===== src/rtl/mnhe_pkg.sv =====
// Shared types, constants and helper functions for the neo-Hookean energy block.
`default_nettype none
package mnhe_pkg;

  // Result status codes
  localparam logic [1:0] ST_OK      = 2'd0;
  localparam logic [1:0] ST_BAD_JAC = 2'd1;
  localparam logic [1:0] ST_NO_AREA = 2'd2;

  // ln(1+f) table: 2^LN_TAB_BITS intervals over f in [0,1), Q30 entries
  localparam int LN_TAB_BITS = 8;
  localparam int LN_SH       = 30 - LN_TAB_BITS;
  localparam int LN_TAB_SIZE = (1 << LN_TAB_BITS) + 1;
  localparam int LN_IDX_W    = LN_TAB_BITS + 1;
  localparam logic signed [31:0] LN2_Q30 = 32'sd744261118;

  // Element queue between front and back
  localparam int QDEPTH = 2;
  localparam int QAW    = $clog2(QDEPTH);

  typedef struct packed {
    logic signed [31:0] f00;
    logic signed [31:0] f01;
    logic signed [31:0] f10;
    logic signed [31:0] f11;
    logic [30:0]        bulk_modulus;
    logic [30:0]        shear_modulus;
    logic [30:0]        elem_area;
    logic               last_element;
  } elem_t;

  function automatic logic signed [31:0] sat32(input logic signed [63:0] v);
    logic signed [31:0] r;
    if (v > 64'sh0000_0000_7fff_ffff) begin
      r = 32'sh7fff_ffff;
    end else if (v < -64'sh0000_0000_8000_0000) begin
      r = 32'sh8000_0000;
    end else begin
      r = v[31:0];
    end
    return r;
  endfunction

  function automatic logic signed [63:0] sat_add64(input logic signed [63:0] a,
                                                   input logic signed [63:0] b);
    logic signed [63:0] s;
    logic signed [63:0] r;
    s = a + b;
    if (a[63] == b[63] && s[63] != a[63]) begin
      r = a[63] ? {1'b1, 63'd0} : {1'b0, {63{1'b1}}};
    end else begin
      r = s;
    end
    return r;
  endfunction

  // Shift-subtract division, used only while building the log table
  function automatic logic [63:0] udiv64(input logic [63:0] n, input logic [63:0] d);
    logic [63:0] r;
    logic [63:0] q;
    int i;
    r = 64'd0;
    q = 64'd0;
    for (i = 63; i >= 0; i--) begin
      r = {r[62:0], n[i]};
      if (r >= d) begin
        r = r - d;
        q[i] = 1'b1;
      end
    end
    return q;
  endfunction

  // ln(1 + k/2^LN_TAB_BITS) in Q30 via the atanh series
  function automatic logic [30:0] ln1p_entry(input int k);
    logic [63:0] x;
    logic [63:0] y;
    logic [63:0] y2;
    logic [63:0] term;
    logic [63:0] sum;
    int n;
    x    = 64'(k) << LN_SH;
    y    = udiv64(x << 30, (64'd1 << 31) + x);
    y2   = (y * y) >> 30;
    term = y;
    sum  = 64'd0;
    for (n = 0; n < 16; n++) begin
      sum  = sum + udiv64(term, 64'(2 * n + 1));
      term = (term * y2) >> 30;
    end
    return 31'(sum << 1);
  endfunction

endpackage
`default_nettype wire


===== src/rtl/mnhe_front.sv =====
// Node front end: takes node requests, accumulates F - I, queues finished elements.
`default_nettype none
module mnhe_front #(
  parameter int FRAC_BITS = 16
) (
  input  wire logic               clk,
  input  wire logic               rst,
  input  wire logic               node_valid,
  output logic                    node_ready,
  input  wire logic signed [31:0] disp_x,
  input  wire logic signed [31:0] disp_y,
  input  wire logic signed [31:0] grad_b,
  input  wire logic signed [31:0] grad_c,
  input  wire logic [30:0]        bulk_modulus,
  input  wire logic [30:0]        shear_modulus,
  input  wire logic [30:0]        elem_area,
  input  wire logic               last_element,
  output logic                    q_push,
  output mnhe_pkg::elem_t         q_data,
  input  wire logic               q_full
);

  localparam logic [1:0] F_IDLE = 2'd0;
  localparam logic [1:0] F_MUL  = 2'd1;
  localparam logic [1:0] F_PUSH = 2'd2;
  localparam logic signed [63:0] ONE = 64'sd1 <<< FRAC_BITS;

  logic [1:0]         state;
  logic [2:0]         cnt;
  logic [1:0]         node_index;
  logic signed [31:0] ux, uy, gb, gc;
  logic [30:0]        lam, mu, area;
  logic               last;
  logic signed [63:0] prod;
  logic signed [63:0] prod_f;
  logic signed [63:0] acc00, acc01, acc10, acc11;
  logic signed [31:0] mul_a, mul_b;

  assign node_ready = (state == F_IDLE);
  assign q_push     = (state == F_PUSH) && !q_full;
  assign prod_f     = prod >>> FRAC_BITS;

  // select: 00 x*b, 01 x*c, 10 y*b, 11 y*c
  assign mul_a = cnt[1] ? uy : ux;
  assign mul_b = cnt[0] ? gc : gb;

  always_comb begin
    q_data.f00           = mnhe_pkg::sat32(acc00 + ONE);
    q_data.f01           = mnhe_pkg::sat32(acc01);
    q_data.f10           = mnhe_pkg::sat32(acc10);
    q_data.f11           = mnhe_pkg::sat32(acc11 + ONE);
    q_data.bulk_modulus  = lam;
    q_data.shear_modulus = mu;
    q_data.elem_area     = area;
    q_data.last_element  = last;
  end

  always_ff @(posedge clk) begin
    if (rst) begin
      state      <= F_IDLE;
      cnt        <= '0;
      node_index <= '0;
      acc00      <= '0;
      acc01      <= '0;
      acc10      <= '0;
      acc11      <= '0;
    end else begin
      case (state)
        F_IDLE: begin
          if (node_valid) begin
            ux    <= disp_x;
            uy    <= disp_y;
            gb    <= grad_b;
            gc    <= grad_c;
            lam   <= bulk_modulus;
            mu    <= shear_modulus;
            area  <= elem_area;
            last  <= last_element;
            cnt   <= '0;
            state <= F_MUL;
          end
        end
        F_MUL: begin
          if (cnt != 3'd4) begin
            prod <= mul_a * mul_b;
          end
          case (cnt)
            3'd1:    acc00 <= acc00 + prod_f;
            3'd2:    acc01 <= acc01 + prod_f;
            3'd3:    acc10 <= acc10 + prod_f;
            3'd4:    acc11 <= acc11 + prod_f;
            default: ;
          endcase
          cnt <= cnt + 1'b1;
          if (cnt == 3'd4) begin
            if (node_index == 2'd2) begin
              state <= F_PUSH;
            end else begin
              node_index <= node_index + 1'b1;
              state      <= F_IDLE;
            end
          end
        end
        F_PUSH: begin
          if (!q_full) begin
            node_index <= '0;
            acc00      <= '0;
            acc01      <= '0;
            acc10      <= '0;
            acc11      <= '0;
            state      <= F_IDLE;
          end
        end
        default: state <= F_IDLE;
      endcase
    end
  end

endmodule
`default_nettype wire


===== config.mk =====
export PLATFORM = sky130hd
export DESIGN_NAME = mnhe_front
export DESIGN_NICKNAME = d
export VERILOG_FILES = /design/src/rtl/mnhe_pkg.sv /design/src/rtl/mnhe_front.sv
export SDC_FILE = /design/constraint.sdc
export NUM_CORES = 2
export LEC_CHECK = 0
export ABC_AREA = 1
export BUFFER_PORTS_ARGS = -buffer_cell sky130_fd_sc_hd__buf_2
export CAP_MARGIN = 20
export CORE_MARGIN = 4
export CORE_UTILIZATION = 30
export DETAILED_ROUTE_END_ITERATION = 10
export PLACE_DENSITY_LB_ADDON = 0.12
export SETUP_SLACK_MARGIN = 0.4
export SLEW_MARGIN = 30
export SYNTH_ARGS = -nofsm -noshare
export SYNTH_HDL_FRONTEND = slang
export SYNTH_SLANG_ARGS = --single-unit

===== constraint.sdc =====
create_clock -name clk -period 10.25 [get_ports clk]
set_input_delay 0.5125 -clock clk [delete_from_list [all_inputs] [get_ports clk]]
set_output_delay 0.5125 -clock clk [all_outputs]
set_load 0.02 [all_outputs]

Word level (Yosys, flattened, before mapping)
Index checks and enable logic that the tools add are counted.
{"block": "word_totals", "register_bits": 549, "ramBits": 0, "out_inout_bits": 224, "word_cells": 92, "rom_bits": 0, "in_bits": 226, "n_memories": 0, "latchBits": 0}
{"block": "classes", "eq_ne": 15, "mux": 29, "addsub": 8, "order_cmp": 8, "multipliers": 1, "bitwise_logic": 1, "div": 0, "reduce_logical": 14, "shifts": 0}
{"operator": "$pmux W64 S2", "count": 4}
{"operator": "$mux W32", "count": 10}
{"operator": "$mux W64", "count": 5}
{"operator": "$add A64 B48 Y64", "count": 4}
{"operator": "$gt A64 B32 Y1 const B", "count": 4}
{"operator": "$lt A64 B32 Y1 const B", "count": 4}
{"operator": "$add A64 B18 Y64 const B", "count": 2}
{"operator": "$mul A32 B32 Y64", "count": 1}
{"operator": "$reduce_and A3 Y1", "count": 7}
{"operator": "$mux W2", "count": 6}
{"operator": "$ne A2 B2 Y1 const B", "count": 4}
{"operator": "$eq A3 B2 Y1 const B", "count": 2}
{"operator": "$ne A2 B1 Y1 const B", "count": 3}
{"operator": "$pmux W2 S3", "count": 1}
{"operator": "$pmux W3 S2", "count": 1}
{"operator": "$eq A2 B2 Y1 const B", "count": 2}
{"operator": "$pmux W2 S2", "count": 1}
{"operator": "$reduce_and A4 Y1", "count": 1}
{"operator": "$reduce_bool A2 Y1", "count": 2}
{"operator": "$add A3 B1 Y3 const B", "count": 1}
{"operator": "$eq A3 B1 Y1 const B", "count": 1}
{"operator": "$eq A3 B3 Y1 const B", "count": 1}
{"operator": "$mux W3", "count": 1}
{"operator": "$ne A3 B3 Y1 const B", "count": 1}
{"operator": "7 further kinds", "count": 7}

Depth between registers and ports, before layout
{"block": "depth", "word_depth": 4, "ltp_mapped": 36, "ltp_nobuf": 32}

Least setup slack after synthesis
OpenSTA, ideal clock, no wires.
{"block": "synth_path", "path_type": "in2reg", "startpoint": "input port rst", "endpoint": "register area[0] (enable)", "setup_ns": 0.809, "path_buffers": 2, "setup_slack_ns": -0.694, "t_arrival_ns": 10.134, "required_ns": 9.441, "path_stages": 3, "cell_sequence": "clkbuf_1 -> clkbuf_1 -> nor2_1"}
{"block": "synth_between", "elab_chain_len": 2}
{"item": "from (decl)", "line": "mnhe_front.sv:7", "rtl": "input wire logic rst,"}
{"item": "$not A1 Y1 (no line)"}
{"item": "$reduce_and A3 Y1 (no line)"}
{"item": "to (signal assigned)", "line": "mnhe_front.sv:77", "rtl": "area <= elem_area;"}
{"item": "to (decl)", "line": "mnhe_front.sv:32", "rtl": "logic [30:0] lam, mu, area;"}
Every way passes these cells.
A chain may end at the register's enable or synchronous reset.

Final worst setup path
{"block": "layout_path", "startpoint": "register cnt[0]", "endpoint": "register prod[40] (data pin)"}
{"block": "layout_between", "elab_chain_len": 2}
{"item": "from (decl)", "line": "mnhe_front.sv:29", "rtl": "logic [2:0] cnt;"}
{"item": "from (signal assigned)", "line": "mnhe_front.sv:94", "rtl": "cnt <= cnt + 1'b1;"}
{"item": "$mux W32", "line": "mnhe_front.sv:45", "rtl": "assign mul_b = cnt[0] ? gc : gb;"}
{"item": "$mul A32 B32 Y64", "line": "mnhe_front.sv:85", "rtl": "prod <= mul_a * mul_b;"}
{"item": "to (signal assigned)", "line": "mnhe_front.sv:85"}
{"item": "to (decl)", "line": "mnhe_front.sv:34", "rtl": "logic signed [63:0] prod;"}
Every way passes these cells.

==> qor.csv <==
metric,value,unit
status,finished clean,
clock tree from TritonCTS,yes,
crit-path max FO,31,
post-synth top area cell,fa_1,
Die ar.,266000,um2
pin count of the biggest net entering global routing,148,
upper clock frequency limit,0.107,GHz
Synth top area share,28.1,%
unrepaired setup endpoints after global routing,false,
most frequent cell after synthesis,nand2_1,
final worst path period share,91.6,%
minimum clock period,9.39,ns
Mapped Area,77200,um2
Cells after DPL,14300,
filler cell count,27600,
RePlAce Congestion,0.992,
share of cells above drive strength 1,7.81,%
final WL,351000,um
DRC viols,0,
minimum hold slack,0.200,ns
Final Hold Fails,0,
first-pass GRT wire length,514000,um
CORE AREA,256000,um2
GRT overflow,0,
Die Height,515,um
Non-Filler Instances,14700,
crit path launch type,flop,
maxcap violations,0,
Slew Limit Fails,0,
total negative slack,0,ns
synthesized instance count,10600,
Slew headroom,28.7,%
post-synth cell types,49,
setup violators final,0,
Syn Nets,12400,
number of synthesized flops with an enable pin,270,
I/O pin count,450,
first-pass iteration count of the detailed router,7,
DPL Wire Length,292000,um
Critical Path RT,10.73,ns
Post-synth top cells,"nand2_1 (2451), inv_1 (1827), nor2_1 (1461)",
clk slew on worst S/H paths,0.05,ns
async set or reset register ratio after synthesis,0,%
Chip Width,515,um
"Area growth, synth to finish",15.2,%
Crit Path Category,reg -> reg,
Vias,74100,
clk root buf,clkbuf_16,
GRT Overall Usage,26.1,%
I/O Buffers,449,
clock tree buffer depth,3,
total CTS buffers,76,
clk sinks,533,
Yosys reg bits,533,
Post-DRT Antenna Nets,0,
measured slew at the worst slew-check pin,1.07,ns
"Seq/Total Area, Yosys",17.3,%
Iter 0 DRT Violations,5468,
antenna violations before repair,11,
Initial Utilization,30.1,%
Critical Path AT,9.87,ns
crit path capture type,flop,
routed vias/inst,5.04,
Hold WC Path Type,in -> reg,
H-tree levels,3,
Avg Inst Size Synth,7.27,um2
DR WL/cell,23.9,um
Cell Rows,186,
Worst Skew,0.0681,ns
synth warn,0,
synth top area cells,"fa_1 (28%), nand2_1 (12%), edfxtp_1 (10%)",
Post-CTS Repair Setup Buffers,0,
Final #Nets,13000,
worst-skew pair later-pin latency,0.73,ns
vias in the first global route,76100,
predominant post-synthesis flop cell,edfxtp_1,
cells in the final DEF (no fill, tap or decap), types with 38 or more instances in the layout:
cell           synthesis  final
a21boi_0              39     39
a21oi_1              825    824
buf_2                  8    448
buf_4                 13    135
clkbuf_16              0     78
dfxtp_1              263    261
dlygate4sd3_1          0    222
edfxtp_1             270    270
fa_1                1085   1085
ha_1                 442    442
inv_1               1827   1824
nand2_1             2451   2451
nand3_1              444    444
nand3b_1              49     49
nand4_1              119    119
nor2_1              1461   1455
nor3_1                87     87
nor4_1                38     38
o21ai_0              542    525
o21ai_2                0     45
o21bai_1              42     42
or2_2                 83     83
xor2_1                55     55
logic make-up (layout without fill, tap and decap cells):
kind of cell / count (synthesis) / in the layout / synth area share [%]
compound gates: 1605 / 1605 / 11.0
xor+xnor: 70 / 70 / 0.794
fa+ha+maj: 1527 / 1527 / 35.3
buf+inv: 2118 / 2795 / 10.4
flops: 533 / 533 / 17.3
mux: 1 / 1 / 0.0130
other cells: 0 / 14 / 0
simple gates: 4769 / 4769 / 25.2
sequential cells by signal, summed over array words and instances (netlist names):
signal / flops
state: 2
ux: 32
acc11: 64
gc: 32
acc00: 64
node_index: 2
mu: 31
cnt: 3
prod: 48
acc01: 64
gb: 32
acc10: 64
uy: 32
last: 1
lam: 31
area: 31
per-layer routing:
layer | share of wire [%] | wire, um | global-route usage [%] | vias to the layer above
li1 | - | - | - | 34700
met1 | 44 | 156000 | 35.3 | 36400
met2 | 45 | 159000 | 42.3 | 2583
met3 | 6.1 | 21300 | 3.94 | 514
met4 | 4.2 | 14600 | 9.62 | 4
met5 | 0.0083 | 29 | 0 | -
layout make-up:
class                           instances  area (um2)  share of cell area [%]
Inverter                             1849        6950                    7.81
Clock inverter                         42         603                   0.678
Clock buffer                           95        2040                    2.29
Multi-Input combinational cell       7972       56200                    63.2
Sequential cell                       533       13400                    15.0
Antenna cell                           14        35.0                  0.0394
Timing Repair Buffer                  809        5540                    6.23
Tap cell                             3384        4230                    4.76
critical path: stages, from the launching register on:
cell,delay [ns]
dfxtp_4,0.63
inv_4,0.29
or2_2,0.36
o21ai_1,0.10
buf_4,0.31
inv_1,0.43
buf_4,0.32
nand2_1,0.08
fa_1,0.45
fa_1,0.56
inv_1,0.06
fa_1,0.54
fa_1,0.58
fa_1,0.43
fa_1,0.46
fa_1,0.61
fa_1,0.45
ha_1,0.42
a21oi_1,0.12
o21ai_0,0.35
a21oi_1,0.10
o21ai_0,0.75
a21oi_1,0.07
nand2_1,0.20
xor2_1,0.39
stage by stage:
stage,util [%],area (um2),setup WS (ns)
3_3_place_gp,32.8,84000,0.698
4_1_cts,34.7,88900,0.792
2_1_floorplan,-,77200,2.12
6_report,34.7,89000,0.862
3_5_place_dp,32.8,84000,0.819
5_1_grt,34.7,88900,0.537
path summary, 6_finish.rpt:
kind / startpoint / endpoint / slack, ns / depth (start not counted)
worst max register to register: cnt[0] / prod[40] / 0.86 / 24
worst min-delay path: q_full / state[1] / 0.20 / 3
worst max-delay path: cnt[0] / prod[40] / 0.86 / 24
worst min register to register: acc10[7] / acc10[7] / 0.49 / 2
repair_timing:
item / CTS / global route
endpoints found under the hold margin: 222 / 0
resized for setup: 0 / 3
setup endpoints to repair: 0 / 9
hold buffers: 222 / 0
Power is not shown: default switching activity piles up to over one toggle a cycle in this logic, so the estimate is an artifact.
