<file path="src/rtl/mnhe_pkg.sv">
// Shared types, constants and helper functions for the neo-Hookean energy block.
`default_nettype none
package mnhe_pkg;

  // Result status codes
  localparam logic [1:0] ST_OK      = 2'd0;
  localparam logic [1:0] ST_BAD_JAC = 2'd1;
  localparam logic [1:0] ST_NO_AREA = 2'd2;

  // ln(1+f) table: 2^LN_TAB_BITS intervals over f in [0,1), Q30 entries
  localparam int LN_TAB_BITS = 8;
  localparam int LN_SH       = 30 - LN_TAB_BITS;
  localparam int LN_TAB_SIZE = (1 << LN_TAB_BITS) + 1;
  localparam int LN_IDX_W    = LN_TAB_BITS + 1;
  localparam logic signed [31:0] LN2_Q30 = 32'sd744261118;

  // Element queue between front and back
  localparam int QDEPTH = 2;
  localparam int QAW    = $clog2(QDEPTH);

  typedef struct packed {
    logic signed [31:0] f00;
    logic signed [31:0] f01;
    logic signed [31:0] f10;
    logic signed [31:0] f11;
    logic [30:0]        bulk_modulus;
    logic [30:0]        shear_modulus;
    logic [30:0]        elem_area;
    logic               last_element;
  } elem_t;

  function automatic logic signed [31:0] sat32(input logic signed [63:0] v);
    logic signed [31:0] r;
    if (v > 64'sh0000_0000_7fff_ffff) begin
      r = 32'sh7fff_ffff;
    end else if (v < -64'sh0000_0000_8000_0000) begin
      r = 32'sh8000_0000;
    end else begin
      r = v[31:0];
    end
    return r;
  endfunction

  function automatic logic signed [63:0] sat_add64(input logic signed [63:0] a,
                                                   input logic signed [63:0] b);
    logic signed [63:0] s;
    logic signed [63:0] r;
    s = a + b;
    if (a[63] == b[63] && s[63] != a[63]) begin
      r = a[63] ? {1'b1, 63'd0} : {1'b0, {63{1'b1}}};
    end else begin
      r = s;
    end
    return r;
  endfunction

  // Shift-subtract division, used only while building the log table
  function automatic logic [63:0] udiv64(input logic [63:0] n, input logic [63:0] d);
    logic [63:0] r;
    logic [63:0] q;
    int i;
    r = 64'd0;
    q = 64'd0;
    for (i = 63; i >= 0; i--) begin
      r = {r[62:0], n[i]};
      if (r >= d) begin
        r = r - d;
        q[i] = 1'b1;
      end
    end
    return q;
  endfunction

  // ln(1 + k/2^LN_TAB_BITS) in Q30 via the atanh series
  function automatic logic [30:0] ln1p_entry(input int k);
    logic [63:0] x;
    logic [63:0] y;
    logic [63:0] y2;
    logic [63:0] term;
    logic [63:0] sum;
    int n;
    x    = 64'(k) << LN_SH;
    y    = udiv64(x << 30, (64'd1 << 31) + x);
    y2   = (y * y) >> 30;
    term = y;
    sum  = 64'd0;
    for (n = 0; n < 16; n++) begin
      sum  = sum + udiv64(term, 64'(2 * n + 1));
      term = (term * y2) >> 30;
    end
    return 31'(sum << 1);
  endfunction

endpackage
`default_nettype wire

</file>
<file path="src/rtl/mnhe_fifo.sv">
// Two-entry element queue between the node front end and the energy back end.
`default_nettype none
module mnhe_fifo (
  input  wire logic            clk,
  input  wire logic            rst,
  input  wire logic            push,
  input  mnhe_pkg::elem_t      push_data,
  output logic                 full,
  input  wire logic            pop,
  output mnhe_pkg::elem_t      head,
  output logic                 empty
);

  mnhe_pkg::elem_t                  mem [mnhe_pkg::QDEPTH];
  logic [mnhe_pkg::QAW-1:0]         wr_ptr;
  logic [mnhe_pkg::QAW-1:0]         rd_ptr;
  logic [mnhe_pkg::QAW:0]           count;

  assign full  = (count == (mnhe_pkg::QAW + 1)'(mnhe_pkg::QDEPTH));
  assign empty = (count == '0);
  assign head  = mem[rd_ptr];

  always_ff @(posedge clk) begin
    if (push) begin
      mem[wr_ptr] <= push_data;
    end
  end

  always_ff @(posedge clk) begin
    if (rst) begin
      wr_ptr <= '0;
      rd_ptr <= '0;
      count  <= '0;
    end else begin
      if (push) begin
        wr_ptr <= wr_ptr + 1'b1;
      end
      if (pop) begin
        rd_ptr <= rd_ptr + 1'b1;
      end
      if (push && !pop) begin
        count <= count + 1'b1;
      end else if (pop && !push) begin
        count <= count - 1'b1;
      end
    end
  end

endmodule
`default_nettype wire

</file>
<file path="config.mk">
export PLATFORM = sky130hd
export DESIGN_NAME = mnhe_fifo
export DESIGN_NICKNAME = d
export VERILOG_FILES = /design/src/rtl/mnhe_pkg.sv /design/src/rtl/mnhe_fifo.sv
export SDC_FILE = /design/constraint.sdc
export NUM_CORES = 1
export LEC_CHECK = 0
export BUFFER_PORTS_ARGS = -buffer_cell sky130_fd_sc_hd__buf_2
export CELL_PAD_IN_SITES_DETAIL_PLACEMENT = 1
export CELL_PAD_IN_SITES_GLOBAL_PLACEMENT = 2
export CORE_MARGIN = 2
export CORE_UTILIZATION = 35
export DETAILED_ROUTE_END_ITERATION = 12
export PLACE_DENSITY = 0.83
export SYNTH_ARGS = -nofsm -noshare
export SYNTH_HDL_FRONTEND = slang
export SYNTH_SLANG_ARGS = --single-unit
export TNS_END_PERCENT = 20
</file>
<file path="constraint.sdc">
create_clock -name clk -period 32.3 [get_ports clk]
set_input_delay 6.46 -clock clk [delete_from_list [all_inputs] [get_ports clk]]
set_output_delay 6.46 -clock clk [all_outputs]
set_load 0.02 [all_outputs]
</file>
======== Yosys cells after proc, flatten, opt, wreduce, memory -nomap -nowiden ========
Memories as Yosys holds them, arrays and structs flattened. A register that Yosys moved wholly into a read port is not among the register bits.
Index checks and enable logic that the tools add are counted.
word-level totals
  memories ................................ 1
  output and inout port bits .............. 224
  input bits .............................. 226
  bits in writable memories ............... 444
  register bits ........................... 4
operators by class
  reduce and logical (&&, ||, !) cells .... 6
  add/subtract/negate cells ............... 4
  eq/ne operators ......................... 1
  muxes and demuxes ....................... 6
memory list
  memory  words  width  rd ports  clocked after Yosys merged registers in  write ports  RTL line         source
  mem     2      222    1         1                                        1            mnhe_fifo.sv:14  mnhe_pkg::elem_t mem [mnhe_pkg::QDEPTH];
operators by type and width
  kind                   count
  $mux W1                4
  $mux W2                2
  $add A1 B1 Y1 const B  2
  $add A2 B1 Y2 const B  1
  $eq A2 B2 Y1 const B   1
  $logic_and A1 B1 Y1    2
  $logic_not A1 Y1       2
  $logic_not A2 Y1       1
  $reduce_bool A2 Y1     1
  $sub A2 B1 Y2 const B  1

======== Longest topological paths before layout ========
Gate-level depths: netlist (run 1).
  depth in word-level cells ............... 4
  depth in mapped cells ................... 5

======== Worst setup path before layout (run 1) ========
Ideal clock, no wire load.
  kind .................................... input-to-reg
  start ................................... input port push
  end ..................................... memory mem[0][0] (netlist name), enable pin
  required time ........................... 31.465 ns
  stages .................................. 1
  arrival ................................. 16.023 ns
  buffers on the path ..................... 0
  library setup time ...................... 0.835 ns
  slack ................................... 15.442 ns
  cells stage by stage .................... nor2b_1
on the way
  word-level cells in the longest chain between the ends .. 2
ends and longest elaborated chain
  item                           RTL line         source
  from (decl)                    mnhe_fifo.sv:6   input wire logic push,
  $mux W1                        mnhe_fifo.sv:24  if (push) begin
  $mux W1 (not written as such)  mnhe_fifo.sv:25  mem[wr_ptr] <= push_data;
  to (decl)                      mnhe_fifo.sv:14
Every way passes these cells.

==> results of run 1 <==
## per-stage QoR
step / hold WS, ns / instance area, um2
floorplan: 0.461 / 17000
global placement: 0.479 / 19800
detailed placement: 0.507 / 19800
CTS: 0.519 / 21200
global route: 0.546 / 21300
finish: 0.514 / 21300
## cells in the mapped netlist, drive strengths merged
cell type,instances
nor2,5
or3,1
xnor2,2
and2,1
xor2,2
o21ai,1
nor2b,2
dfxtp,5
a21oi,1
buf,25
ha,1
mux2,222
edfxtp,444
inv,1
## critical path: cells and delay by family (launching register included)
kind | cells | cell delay, ns
muxes | 1 | 0.36
buffers and inverters | 2 | 1.13
DFF | 1 | 0.87
## power by group through the flow
stage / logic [mW] / registers [mW] / clock network, mW
4_1_cts: 0.185 / 0.694 / 0.516
6_report: 0.182 / 0.693 / 0.500
5_1_grt: 0.194 / 0.697 / 0.535
3_3_place_gp: 0.181 / 0.703 / 0
2_1_floorplan: 0.126 / 0.710 / 0
3_5_place_dp: 0.185 / 0.706 / 0
## cell families (layout without fill, tap and decap cells)
group	count (synthesis)	count (layout)
other	0	4
adder cells (fa/ha/maj)	1	1
flip-flops	449	449
AO/OA/AOI/OAI	2	2
AND/OR/NAND/NOR	9	9
multiplexers	222	222
XOR/XNOR	4	4
buffers and inverters	26	543
## sequential cells by signal, indices dropped and copies added (netlist names), named ones only
register	count
rd_ptr	1
count	2
mem	444
wr_ptr	1
## cell type report
class | count | area share, %
sequential | 449 | 63.2
multi-input combinational | 238 | 15.5
timing repair buffer | 458 | 10.9
clock buffer | 64 | 6.23
tap | 615 | 3.62
clock inverter | 20 | 0.465
antenna | 4 | 0.0471
inverter | 1 | 0.0177
## metal layers
layer / GRT usage [%] / vias to the layer above
met4: 5.49 / 12
met1: 16.3 / 4218
li1: - / 3818
met3: 5.11 / 70
met5: 0 / -
met2: 26.0 / 326
## path summary, 6_finish.rpt
path | from | end | slack (ns) | cells past startpoint
worst min-delay path | count[1]$_SDFFE_PP0P_ | count[1]$_SDFFE_PP0P_ | 0.51 | 2
worst min register to register | count[1]$_SDFFE_PP0P_ | count[1]$_SDFFE_PP0P_ | 0.51 | 2
worst max register to register | wr_ptr$_SDFFE_PP0P_ | mem[1][84]$_DFFE_PP_ | 29.39 | 3
worst max-delay path | flop | head[86] | 22.76 | 3
==> results.cfg, run 1 <==
[power_and_ir_drop]
ir_worst_vdd_v = 0.0000486
seqPwrFrac_pct = 50.4
total_power_mw = 1.38
power.switching_mw = 0.329
swShare_pct = 23.9
cellLeakagePower_nw = 8.28
p_int_mw = 1.05
power_frac_clock_pct = 36.3
cellPowerDensity_nw_per_um2 = 64.7
pwr-share-comb_pct = 13.3

[critical_path]
critPathMaxStageDelay_ns = 0.97
worstSetupPathType = flop to output pin
worstSetupStartpointType = flop
worstPathCellList = buf_4, mux2_4, buf_2
end_kind = output pin
cpMaxStageDelayCell = buf_4
crit_required_ns = 25.84
arrival_ns = 3.08
critPathMaxFanout = 60

[timing]
fmax_ghz = 0.105
tightest_slew_ns = 1.17
hold_viol = 0
finClkSkew_ns = 0.00953
min_period_ns = 9.54
final_max_slew_viol_count = 0
finalSetupTns_ns = 0
period_share_pct = 29.5
setup_slack_ns = 22.76
rsz0062_at_grt = no
slew_headroom_pct = 22.1
setup_violations = 0

[global_route]
grt_first_pass_wirelength_um = 55700
grt_start_max_net_pins = 116
grt_util_all_layers_pct = 14.7
antenna_found_initial = 9
grt_remaining_overflow = 0
grt_pass1_vias = 9219

[synthesis]
synth_area_leaders = edfxtp_1, mux2_4, mux2_2
ys_seq_area_share_pct = 78.9
synth_nets = 940
synth-compound-area-share_pct = 0.0588
syn_area_per_cell_um2 = 23.9
synth_xor_area_share_pct = 0.206
synth_cell_types = 18
synth-simple-area-share_pct = 0.257
ys_ff_latch = 449
yosysWarnings = 0
synth_area_um2 = 17000
synth_top_family_by_area = multiplexers
synthMuxAreaShare_pct = 18.7
synthCells = 713
synth_top_area_share_pct = 78.4
synth_top_area_cell = edfxtp_1
synth_fa_ha_area_share_pct = 0.0735

[place]
pre_cts_ws_ns = 23.17
dp.cells = 1761
place.gp.congestion = 0.728
io_buffers = 449
dp_hpwl_um = 26300

[clocking]
insertion_delay_ns = 0.57
cts_tree = done
clkTransAtPathRegs_ns = 0.05
cts_root_buf = clkbuf_16
post_cts_buffers = 0
clkSinkCount = 449
numCtsBuffers = 49
cts_hold_buf = 0
htreeDepth = 2
ctsResizeCount = 0
cts_buffer_depth = 3

[detailed_routing]
num_vias = 8444
top_layer = met5
wl_met3_um = 3200
first_pass_iters = 4
wl_per_cell_um = 20.6
wl_um = 38100
route.detailed.drc = 0
wl_met2_um = 19800
drtIter0Drc = 374
wl_met1_um = 14200
via_per_inst = 4.57
ant_nets = 0

[cells_and_area]
final_util_pct = 44.4
nets = 1424
layout_commonest_cell = buf_2
multiInputGateArea_um2 = 3290
area.growth.synth_to_final_pct = 24.9
regArea_um2 = 13400
mostFrequentLayoutCells = buf_2, edfxtp_1, mux2_4, clkbuf_16, mux2_2
drive_gt1_share_pct = 60.4
fill_cells = 4619
layout.cells.non_filler = 1849

[floorplan]
die_y_um = 224
die_x_um = 224
num_rows = 80
core_um2 = 47800
initial_core_util_pct = 35.6
ios = 450
fp.dieArea_um2 = 50400

[run_status]
status = finished, final reports clean

[min_path]
hold_class = flop to flop

[job]
maxCapViolations = 0
Power figures use the tool's default switching activity.
==> run 2, diff against run 1 <==
--- a/config.mk
+++ b/config.mk
@@ -11,7 +11,7 @@
 export CORE_MARGIN = 2
 export CORE_UTILIZATION = 35
 export DETAILED_ROUTE_END_ITERATION = 12
-export PLACE_DENSITY = 0.83
+export PLACE_DENSITY = 0.86
 export SYNTH_ARGS = -nofsm -noshare
 export SYNTH_HDL_FRONTEND = slang
 export SYNTH_SLANG_ARGS = --single-unit
==> constraint.sdc (replaced) <==
create_clock -name clk -period 8.45 [get_ports clk]
set_input_delay 1.69 -clock clk [delete_from_list [all_inputs] [get_ports clk]]
set_output_delay 1.69 -clock clk [all_outputs]
set_load 0.02 [all_outputs]
==> results.cfg, run 2 (synthesis results as in run 1) <==
[run_status]
status = finished, final reports clean

[global_route]
antenna_found_initial = 9
grt_first_pass_wirelength_um = 55600
grt_util_all_layers_pct = 14.5
grt_start_max_net_pins = 121
grt_remaining_overflow = 0
grt_pass1_vias = 9312

[floorplan]
die_x_um = 224
core_um2 = 47800
die_y_um = 224
initial_core_util_pct = 35.6
num_rows = 80
ios = 450
fp.dieArea_um2 = 50400

[critical_path]
end_kind = output pin
critPathBufInv = 2
r2r_end = mem[0][183]$_DFFE_PP_
arrival_ns = 2.99
critPathMaxFanout = 57
r2r_start = wr_ptr$_SDFFE_PP0P_
worstSetupPathType = flop to output pin
cpMaxStageDelayCell = buf_4
reg2reg_depth = 2
worstPathCellList = buf_4, mux2_2, buf_2
crit_required_ns = 6.76
critPathMaxStageDelay_ns = 0.90
worstSetupStartpointType = flop
r2r_slack_ns = 5.88
critPathTopFamily = buffers and inverters

[clocking]
clkSinkCount = 449
numCtsBuffers = 47
insertion_delay_ns = 0.56
cts_hold_buf = 0
clkTransAtPathRegs_ns = 0.06
ctsResizeCount = 0
cts_tree = done
cts_buffer_depth = 3
cts_root_buf = clkbuf_16
post_cts_buffers = 0
htreeDepth = 2

[place]
io_buffers = 449
dp.cells = 1758
place.gp.congestion = 0.736
dp_hpwl_um = 25900

[timing]
whs_ns = 0.520
hold_viol = 0
finClkSkew_ns = 0.0128
tightest_slew_ns = 1.10
fmax_ghz = 0.214
final_max_slew_viol_count = 0
setup_violations = 0
slew_headroom_pct = 26.6
rsz0062_at_grt = no
period_share_pct = 55.4
min_period_ns = 4.68
finalSetupTns_ns = 0

[cells_and_area]
largest_reg_flops = 444
layout.cells.non_filler = 1841
drive_gt1_share_pct = 60.6
mostFrequentLayoutCells = buf_2, edfxtp_1, mux2_4, clkbuf_16, mux2_2
layout_commonest_cell = buf_2
final_util_pct = 44.3
regMostFlops = mem
nets = 1419
reg_top3 = mem x444, count x2
area.growth.synth_to_final_pct = 24.5

[detailed_routing]
num_vias = 8414
drtIter0Drc = 332
wl_um = 37700
wl_per_cell_um = 20.5
ant_nets = 0
route.detailed.drc = 0
first_pass_iters = 4
via_per_inst = 4.57

[power_and_ir_drop]
cellLeakagePower_nw = 8.25
ir_worst_vdd_v = 0.000211
cellPowerDensity_nw_per_um2 = 245

[min_path]
whs_path_depth = 2
hold-path-endpoint = rd_ptr$_SDFFE_PP0P_
hold_class = flop to flop
worstHoldStart = rd_ptr$_SDFFE_PP0P_

[job]
maxCapViolations = 0
run 2: changes by cell type in the layout (fill, tap and decap cells not counted), sizes merged:
| cell | before | now |
|---|---|---|
| buf | 458 | 455 |
| diode | 4 | 5 |
| clkinvlp | 2 | 1 |
| clkbuf | 64 | 56 |
| clkinv | 16 | 21 |
| inv | 3 | 1 |
run 2: how the worst max path moves through the flow:
stage | slack [ns] | endpoint | cells past startpoint | start
after CTS | 3.70 | head[202] | 3 | flop
after global routing | 3.61 | head[202] | 3 | flop
after global placement | 4.36 | head[202] | 3 | flop
after floorplan | 0.54 | mem[0][0]$_DFFE_PP_ | 1 | push
final | 3.77 | head[202] | 3 | flop
after detailed placement | 4.32 | head[202] | 3 | flop
run 2: area by class of cell:
| type | instances | area [um2] |
|---|---|---|
| clock inverter | 22 | 98.8 |
| timing repair buffer | 455 | 2330 |
| clock buffer | 56 | 1250 |
| tap | 615 | 769 |
| antenna | 5 | 12.5 |
| inverter | 1 | 3.75 |
| multi-input combinational | 238 | 3290 |
| sequential | 449 | 13400 |
| fill | 4654 | 26700 |
run 2: where the power goes:
group	leakage (nW)	internal (mW)	switching (mW)
sequential	4.21	2.60	0.0453
combinational	3.37	0.302	0.393
clock	0.669	1.04	0.799
total	8.25	3.95	1.24
run 2: stage by stage:
stage                     power (mW)  setup WS, ns  instance area [um2]
after floorplan                 3.18         0.540                17000
after global placement          3.37          4.36                19800
after detailed placement        3.40          4.32                19800
after CTS                       5.26          3.70                21200
after global routing            5.38          3.61                21200
final                           5.19          3.77                21200
run 2: metal layers:
metal	up-vias	global-route usage (%)	share of wire, %
met4	10	4.42	2.3
met1	4199	15.8	37
li1	3803	-	-
met5	-	0	0.18
met2	333	26.2	52
met3	69	5.42	8.6
run 2: worst register-to-register path, delay by kind of cell (launching register included):
kind	cells	cell delay, ns
flip-flops	1	0.35
buffers and inverters	1	0.87
AND/OR/NAND/NOR	1	0.86
